File: src/design/b64_pkg.sv
// Package for the base64 stream codec: transfer payload types, burst type,
// alphabet constants and the character/symbol mapping functions.
// No dependencies; every other design file imports it.
`timescale 1ns / 1ps

package b64_pkg;

    // One input transfer: a raw byte (encode) or a text character (decode).
    typedef struct packed {
        logic [7:0] in_data;
        logic       is_last;
    } t_in_item;

    // One output transfer.
    typedef struct packed {
        logic [7:0] out_data;
        logic       out_last;
        logic       bad_input;
    } t_out_item;

    // Largest number of results one input item can cause, and its count width.
    localparam int unsigned BurstMax  = 4;
    localparam int unsigned BurstCntW = 3;

    // Results of one input item, first result in items[0].
    typedef struct packed {
        t_out_item [BurstMax-1:0] items;
        logic [BurstCntW-1:0]     count;
    } t_burst;

    // Direction register codes.
    localparam logic MODE_ENCODE = 1'b0;
    localparam logic MODE_DECODE = 1'b1;

    // ASCII codes used by the alphabet.
    localparam logic [7:0] CHAR_UPPER_A = 8'h41;
    localparam logic [7:0] CHAR_UPPER_Z = 8'h5A;
    localparam logic [7:0] CHAR_LOWER_A = 8'h61;
    localparam logic [7:0] CHAR_LOWER_Z = 8'h7A;
    localparam logic [7:0] CHAR_DIGIT_0 = 8'h30;
    localparam logic [7:0] CHAR_DIGIT_9 = 8'h39;
    localparam logic [7:0] CHAR_PLUS    = 8'h2B;
    localparam logic [7:0] CHAR_SLASH   = 8'h2F;
    localparam logic [7:0] CHAR_PAD     = 8'h3D;

    // Offsets of the alphabet ranges within the six-bit symbol space.
    localparam logic [5:0] SYM_LOWER_BASE = 6'd26;
    localparam logic [5:0] SYM_DIGIT_BASE = 6'd52;
    localparam logic [5:0] SYM_PLUS       = 6'd62;
    localparam logic [5:0] SYM_SLASH      = 6'd63;

    // Classified input character.
    typedef struct packed {
        logic       is_bad;
        logic       is_pad;
        logic [5:0] value;
    } t_sym;

    // Six-bit symbol to alphabet character.
    function automatic logic [7:0] enc_char(input logic [5:0] sym);
        logic [7:0] sym_w;
        logic [7:0] ch;
        sym_w = {2'b00, sym};
        if (sym < SYM_LOWER_BASE) begin
            ch = CHAR_UPPER_A + sym_w;
        end else if (sym < SYM_DIGIT_BASE) begin
            ch = CHAR_LOWER_A + sym_w - {2'b00, SYM_LOWER_BASE};
        end else if (sym < SYM_PLUS) begin
            ch = CHAR_DIGIT_0 + sym_w - {2'b00, SYM_DIGIT_BASE};
        end else if (sym == SYM_PLUS) begin
            ch = CHAR_PLUS;
        end else begin
            ch = CHAR_SLASH;
        end
        return ch;
    endfunction

    // Alphabet character to six-bit symbol, with pad and invalid flags.
    function automatic t_sym dec_sym(input logic [7:0] ch);
        t_sym       s;
        logic [7:0] diff;
        s    = '0;
        diff = '0;
        if (ch >= CHAR_UPPER_A && ch <= CHAR_UPPER_Z) begin
            diff    = ch - CHAR_UPPER_A;
            s.value = diff[5:0];
        end else if (ch >= CHAR_LOWER_A && ch <= CHAR_LOWER_Z) begin
            diff    = ch - CHAR_LOWER_A + {2'b00, SYM_LOWER_BASE};
            s.value = diff[5:0];
        end else if (ch >= CHAR_DIGIT_0 && ch <= CHAR_DIGIT_9) begin
            diff    = ch - CHAR_DIGIT_0 + {2'b00, SYM_DIGIT_BASE};
            s.value = diff[5:0];
        end else if (ch == CHAR_PLUS) begin
            s.value = SYM_PLUS;
        end else if (ch == CHAR_SLASH) begin
            s.value = SYM_SLASH;
        end else if (ch == CHAR_PAD) begin
            s.is_pad = 1'b1;
        end else begin
            s.is_bad = 1'b1;
        end
        return s;
    endfunction

endpackage

File: src/design/base64_stream_codec.sv
// Streaming base64 codec: input register, group step logic, result buffer.
// The input register and the result buffer lie between an input transfer and its first result.
// Throughput: one item per cycle while the result buffer has room; encode is
// limited by the result channel to four characters per three bytes, decode to
// one character per cycle; receiver stalls add.
// Reset (synchronous, active low) clears the mode to encode and empties all.
`timescale 1ns / 1ps

module base64_stream_codec (
    input  logic               i_clk,
    input  logic               i_rst_n,
    input  logic               i_cfg_wr_en,
    input  logic               i_cfg_wr_data,
    input  logic               i_valid,
    output logic               o_stall,
    input  b64_pkg::t_in_item  i_data,
    output logic               o_valid,
    input  logic               i_stall,
    output b64_pkg::t_out_item o_data
);

    import b64_pkg::*;

    logic     r_mode;
    logic     r_in_valid;
    t_in_item r_in;
    t_burst   burst;
    logic     buf_free;
    logic     step;
    logic     load;
    logic     accept;

    // Direction register.
    always_ff @(posedge i_clk) begin
        if (!i_rst_n) begin
            r_mode <= MODE_ENCODE;
        end else if (i_cfg_wr_en) begin
            r_mode <= i_cfg_wr_data;
        end
    end

    // The held item moves on when its results fit in the buffer.
    assign step    = r_in_valid && (burst.count == '0 || buf_free);
    assign load    = step && (burst.count != '0);
    assign o_stall = r_in_valid && !step;
    assign accept  = i_valid && !o_stall;

    // Input register.
    always_ff @(posedge i_clk) begin
        if (!i_rst_n) begin
            r_in_valid <= 1'b0;
        end else if (accept) begin
            r_in_valid <= 1'b1;
        end else if (step) begin
            r_in_valid <= 1'b0;
        end
    end

    always_ff @(posedge i_clk) begin
        if (accept) begin
            r_in <= i_data;
        end
    end

    b64_group u_group (
        .i_clk   (i_clk),
        .i_rst_n (i_rst_n),
        .i_mode  (r_mode),
        .i_clear (i_cfg_wr_en),
        .i_step  (step),
        .i_item  (r_in),
        .o_burst (burst)
    );

    b64_burst_buf u_buf (
        .i_clk   (i_clk),
        .i_rst_n (i_rst_n),
        .i_load  (load),
        .i_burst (burst),
        .i_stall (i_stall),
        .o_valid (o_valid),
        .o_data  (o_data),
        .o_free  (buf_free)
    );

`ifndef SYNTHESIS
    // A burst is only loaded into an empty or emptying buffer.
    a_load_free: assert property (@(posedge i_clk) disable iff (!i_rst_n)
        load |-> buf_free)
        else $error("burst loaded over undelivered results");

    // Nothing is offered in the cycle after reset.
    a_reset_empty: assert property (@(posedge i_clk)
        !i_rst_n |=> !o_valid)
        else $error("result valid after reset");

    // An error result carries a zero data byte.
    a_bad_zero: assert property (@(posedge i_clk) disable iff (!i_rst_n)
        (o_valid && o_data.bad_input) |-> (o_data.out_data == 8'h00))
        else $error("error result with non-zero data");

    // Encoding never reports bad input.
    a_enc_no_bad: assert property (@(posedge i_clk) disable iff (!i_rst_n)
        (o_valid && r_mode == MODE_ENCODE) |-> !o_data.bad_input)
        else $error("error result in encode mode");
`endif

endmodule

File: src/design/b64_group.sv
// Group state and single-pass step logic of the base64 codec.
// Holds the gathered bits, byte or symbol count and pad count; depends on b64_pkg.
`timescale 1ns / 1ps

module b64_group (
    input  logic             i_clk,
    input  logic             i_rst_n,
    input  logic             i_mode,
    input  logic             i_clear,
    input  logic             i_step,
    input  b64_pkg::t_in_item i_item,
    output b64_pkg::t_burst  o_burst
);

    import b64_pkg::*;

    logic [23:0] r_bits;
    logic [1:0]  r_count;
    logic [1:0]  r_pads;
    logic [23:0] n_bits;
    logic [1:0]  n_count;
    logic [1:0]  n_pads;

    logic [23:0] merged;
    logic [1:0]  fill;
    logic [23:0] shifted;
    logic [1:0]  pads_upd;
    logic [1:0]  nbytes;
    t_sym        sym;
    t_burst      burst;

    // Encode: slot the byte into the group.
    always_comb begin
        unique case (r_count)
            2'd0:    merged = r_bits | {i_item.in_data, 16'h0000};
            2'd1:    merged = r_bits | {8'h00, i_item.in_data, 8'h00};
            2'd2:    merged = r_bits | {16'h0000, i_item.in_data};
            default: merged = r_bits;
        endcase
        fill = r_count + 2'd1;
    end

    // Decode: classify the character and shift its six bits in.
    always_comb begin
        sym      = dec_sym(i_item.in_data);
        pads_upd = sym.is_pad ? (r_pads + 2'd1) : r_pads;
        shifted  = {r_bits[17:0], (sym.is_pad ? 6'd0 : sym.value)};
        nbytes   = 2'd3 - pads_upd;
    end

    // Next group state and the results of this item.
    always_comb begin
        n_bits  = r_bits;
        n_count = r_count;
        n_pads  = r_pads;
        burst   = '0;
        if (i_mode == MODE_ENCODE) begin
            if (fill == 2'd3 || i_item.is_last) begin
                burst.count             = 3'd4;
                burst.items[0].out_data = enc_char(merged[23:18]);
                burst.items[1].out_data = enc_char(merged[17:12]);
                burst.items[2].out_data = (fill == 2'd1) ? CHAR_PAD
                                                         : enc_char(merged[11:6]);
                burst.items[3].out_data = (fill == 2'd1 || fill == 2'd2) ? CHAR_PAD
                                                         : enc_char(merged[5:0]);
                burst.items[3].out_last = i_item.is_last;
                n_bits  = '0;
                n_count = '0;
                n_pads  = '0;
            end else begin
                n_bits  = merged;
                n_count = fill;
            end
        end else begin
            if (sym.is_bad || (sym.is_pad && r_count < 2'd2) ||
                (!sym.is_pad && r_pads != 2'd0)) begin
                // Invalid character, misplaced pad or data after pad.
                burst.count              = 3'd1;
                burst.items[0].out_last  = i_item.is_last;
                burst.items[0].bad_input = 1'b1;
                n_bits  = '0;
                n_count = '0;
                n_pads  = '0;
            end else if (r_count != 2'd3) begin
                if (i_item.is_last) begin
                    // Final group left unfinished.
                    burst.count              = 3'd1;
                    burst.items[0].out_last  = 1'b1;
                    burst.items[0].bad_input = 1'b1;
                    n_bits  = '0;
                    n_count = '0;
                    n_pads  = '0;
                end else begin
                    n_bits  = shifted;
                    n_count = r_count + 2'd1;
                    n_pads  = pads_upd;
                end
            end else begin
                // Group complete: give one to three bytes.
                burst.items[0].out_data = shifted[23:16];
                burst.items[1].out_data = shifted[15:8];
                burst.items[2].out_data = shifted[7:0];
                unique case (nbytes)
                    2'd3: begin
                        burst.count             = 3'd3;
                        burst.items[2].out_last = i_item.is_last;
                    end
                    2'd2: begin
                        burst.count             = 3'd2;
                        burst.items[1].out_last = i_item.is_last;
                    end
                    2'd1: begin
                        burst.count             = 3'd1;
                        burst.items[0].out_last = i_item.is_last;
                    end
                    default: begin
                        burst.count = 3'd0;
                    end
                endcase
                n_bits  = '0;
                n_count = '0;
                n_pads  = '0;
            end
        end
    end

    // Group registers: cleared on reset and on any direction write.
    always_ff @(posedge i_clk) begin
        if (!i_rst_n || i_clear) begin
            r_bits  <= '0;
            r_count <= '0;
            r_pads  <= '0;
        end else if (i_step) begin
            r_bits  <= n_bits;
            r_count <= n_count;
            r_pads  <= n_pads;
        end
    end

    assign o_burst = burst;

endmodule

File: src/design/b64_burst_buf.sv
// Result buffer of the base64 codec: holds the results of one item and
// hands them out one transfer per cycle unless the receiver stalls. Depends on b64_pkg.
`timescale 1ns / 1ps

module b64_burst_buf (
    input  logic               i_clk,
    input  logic               i_rst_n,
    input  logic               i_load,
    input  b64_pkg::t_burst    i_burst,
    input  logic               i_stall,
    output logic               o_valid,
    output b64_pkg::t_out_item o_data,
    output logic               o_free
);

    import b64_pkg::*;

    t_out_item [BurstMax-1:0] r_items;
    logic [BurstCntW-1:0]     r_rem;
    logic                     take;

    assign o_valid = (r_rem != '0);
    assign o_data  = r_items[0];
    assign take    = o_valid && !i_stall;
    // Room for a new burst once the last held result leaves.
    assign o_free  = (r_rem == '0) || (r_rem == BurstCntW'(1) && take);

    // Result payload: load a burst or shift towards the head.
    always_ff @(posedge i_clk) begin
        if (i_load) begin
            r_items <= i_burst.items;
        end else if (take) begin
            r_items[BurstMax-2:0] <= r_items[BurstMax-1:1];
        end
    end

    // Count of results still to be transferred.
    always_ff @(posedge i_clk) begin
        if (!i_rst_n) begin
            r_rem <= '0;
        end else if (i_load) begin
            r_rem <= i_burst.count;
        end else if (take) begin
            r_rem <= r_rem - BurstCntW'(1);
        end
    end

endmodule

File: config.mk
export PLATFORM = sky130hd
export DESIGN_NAME = base64_stream_codec
export DESIGN_NICKNAME = d
export VERILOG_FILES = /design/src/design/b64_pkg.sv /design/src/design/base64_stream_codec.sv /design/src/design/b64_group.sv /design/src/design/b64_burst_buf.sv
export SDC_FILE = /design/constraint.sdc
export NUM_CORES = 1
export LEC_CHECK = 0
export ABC_AREA = 0
export BUFFER_PORTS_ARGS = -buffer_cell sky130_fd_sc_hd__buf_2
export CAP_MARGIN = 5
export CORE_MARGIN = 1.5
export CORE_UTILIZATION = 60
export CTS_BUF_LIST = sky130_fd_sc_hd__clkbuf_8
export DETAILED_ROUTE_END_ITERATION = 12
export PLACE_DENSITY = 0.77
export SYNTH_ARGS = -nofsm -noshare
export SYNTH_HDL_FRONTEND = slang
export SYNTH_SLANG_ARGS = --single-unit
File: constraint.sdc
create_clock -name i_clk -period 5 [get_ports i_clk]
set_input_delay 1 -clock i_clk [delete_from_list [all_inputs] [get_ports i_clk]]
set_output_delay 1 -clock i_clk [all_outputs]
set_load 0.1 [all_outputs]
==> out/results.ini <==
[sta]
period_minus_slack_ns = 4.536
timing.setup.tns_ns = 0
maxSlewViolCount = 0
setup_viol = 0
final-hold-violation-count = 0
skew_ns = 0.01306
max_freq_ghz = 0.2205
worst_pin_slew_ns = 1.303
min_period_over_period_pct = 90.72
grt_setup_unrepaired = false
slew_headroom_pct = 13.13

[drt]
ant_nets = 0
dr.first_iter.drc_count = 845
drcViolationCount = 0
wire_per_inst_um = 21.28
vias = 6958
first_pass_iters = 7
vias_per_cell = 7.071
routed_wl_um = 20940

[setup_path]
r2r.worst_path.cells = 12
rr_endpoint = u_buf.r_items[24]
critPathRequiredTime_ns = 4.00
crit_type = reg -> out
start_kind = flip-flop
crit_chain = ha_1 > and3b_1 > a2111oi_0 > or3_1 > a21o_1 > nor2_1 > a211oi_2 > buf_2
worst-path-max-fanout = 13
cp_data_arrival_time_ns = 3.54
rrSetupSlack_ns = 0.65
end_kind = primary output
cp_slowest_cell = edfxtp_1
r2r_start = u_group.r_count[1]
slowest_delay_ns = 0.61

[outcome]
outcome = completed

[logic_synthesis]
synth_cell_type_count = 80
avgSynthCellArea_um2 = 8.340
synth_top_cell_by_area = edfxtp_1
synth_fp_nets = 916
synth_edf_count = 46
synth_top_area_share_pct = 19.65
seq_area_frac_synth_pct = 29.04
ys_top_cells_by_count = a21oi_1, nand2_1, nor2_1
synth.most_common_cell = a21oi_1
ys_seq_elements = 79
async_flop_share_pct = 0
netlist_area_um2 = 7030
synthTopCellsByArea = edfxtp_1, ha_1, dfxtp_1
syn_inst = 843
synth_warnings = 0
synthFlopType = edfxtp_1

[final_layout]
layout.nets = 909
area_growth_pct = 5.036
fin_area_um2 = 7385
insertedDiodeCount = 0
drive_above_1_share_pct = 9.156

[clock_tree]
cts.hold.buffers_added = 0
cts_buffers = 9
cts.clk_slew.worst_paths_ns = 0.08
cts_tree = built
cts_setup_buffers = 0
htreeDepth = 3
clk_latency_ns = 0.38
cts_resized = 0
ctsLongestPathBuffers = 2
clock-sinks = 79
cts-root-buf = clkbuf_8

[run]
maxCapViolations = 0

[global_route]
grt_usage_pct = 33.76
grt.overflow.total = 0
grt_pass1_vias = 6488
grt_antenna_before_repair = 0
grt_start_max_net_pins = 35
grt_pass1_wl_um = 33440

[power_and_ir_drop]
power.density_nw_per_um2 = 377.5
leakage_nw = 2.729
power_mw = 2.788
ir_worst_vdd_v = 0.0004610

[floorplanning]
die_area_um2 = 12380
pin_count = 27
start_util_pct = 61.57
fp.dieH_um = 111.2
die_w_um = 111.2
core_area_um2 = 11420
fp-row-count = 39

[placed_design]
place.gp.congestion = 0.9241
dpl.hpwl_um = 15080
port_buffers = 26
dpl_cell_area_um2 = 7196

[worst_hold_path]
hold_depth = 2
holdPathEnd = u_group.r_bits[21]
worstHoldStart = u_group.r_bits[21]
hp-class = reg -> reg

-- through the flow --
step                      util (%)  hold slack [ns]  setup slack (ns)  instances
after floorplan                  -           0.4951            0.5653        843
after global placement       63.02           0.5085            0.8610        968
after detailed placement     63.02           0.5128            0.8129        968
after CTS                    64.67           0.5228            0.4819        984
after global routing         64.67           0.5440            0.1739        984
final                        64.67           0.5307            0.4638        984
-- cell families after synthesis --
family | Yosys count | synth area share (%)
compound gates | 301 | 30.40
simple gates | 258 | 19.06
buf+inv | 116 | 7.083
xor+xnor | 20 | 2.492
flops | 79 | 29.04
fa+ha+maj | 58 | 10.32
mux | 11 | 1.602
-- area by class of cell --
class                           count  area (um2)
Tap cell                          143       178.9
Clock inverter                      7       65.06
Fill cell                        1002        4034
Inverter                           54       202.7
Sequential cell                    79        2042
Clock buffer                        9       123.9
Multi-Input combinational cell    648        4507
Timing Repair Buffer               44       265.3
-- state kept, by name (all words and copies together) (netlist names) --
| name | flops |
|---|---|
| u_group.r_count | 2 |
| u_group.r_bits | 24 |
| u_buf.r_items | 27 |
| u_group.r_pads | 2 |
| r_in_valid | 1 |
| u_buf.r_rem | 3 |
| u_buf.o_data | 10 |
| r_in | 9 |
| r_mode | 1 |
-- placed cells by master (no fill, tap or decap), types with 10 or more instances in the layout --
master / instances
o21ai_0: 36
and3b_1: 15
o211ai_1: 15
nor3_1: 13
buf_4: 18
buf_2: 26
o21a_1: 10
dfxtp_1: 33
edfxtp_1: 46
o31ai_1: 10
ha_1: 58
nand2_1: 68
a21oi_1: 69
a22oi_1: 27
inv_1: 53
nand3_1: 19
nor2b_1: 17
a211oi_1: 30
nand2b_1: 13
a31oi_1: 16
nor2_1: 61
xnor2_1: 12
-- per-layer routing --
layer | vias up | part of all wire, % | wire [um] | track usage (%)
met5 | - | 0 | 0 | 0
met4 | 0 | 5.3 | 1108 | 19.32
met3 | 98 | 9.8 | 2048 | 6.124
met2 | 481 | 45 | 9444 | 53.37
met1 | 3213 | 40 | 8333 | 43.39
li1 | 3166 | - | - | -
-- worst max-delay path by stage --
| stage | startpoint | depth (start not counted) | end |
|---|---|---|---|
| 6_report | r_in[4] | 8 | o_stall |
| 3_5_place_dp | u_group.r_count[0] | 13 | u_buf.r_items[26] |
| 5_1_grt | r_in[3] | 10 | o_stall |
| 4_1_cts | r_in[4] | 8 | o_stall |
| 2_1_floorplan | r_in[3] | 10 | o_stall |
| 3_3_place_gp | r_in[4] | 8 | o_stall |
-- power by group --
group	leakage (nW)	internal, mW	switching (mW)
Sequential	0.704	0.892	0.0898
Clock	0.103	0.228	0.247
Combinational	1.92	0.354	0.976
-- critical path: cells and delay by family, from the launching register on --
family / cells / cell delay (ns)
AO/OA/AOI/OAI: 3 / 0.99
adder cells (fa/ha/maj): 1 / 0.42
buffers and inverters: 1 / 0.48
flip-flops: 1 / 0.61
AND/OR/NAND/NOR: 3 / 0.66
No activity file was read; power rests on OpenSTA's default activity.
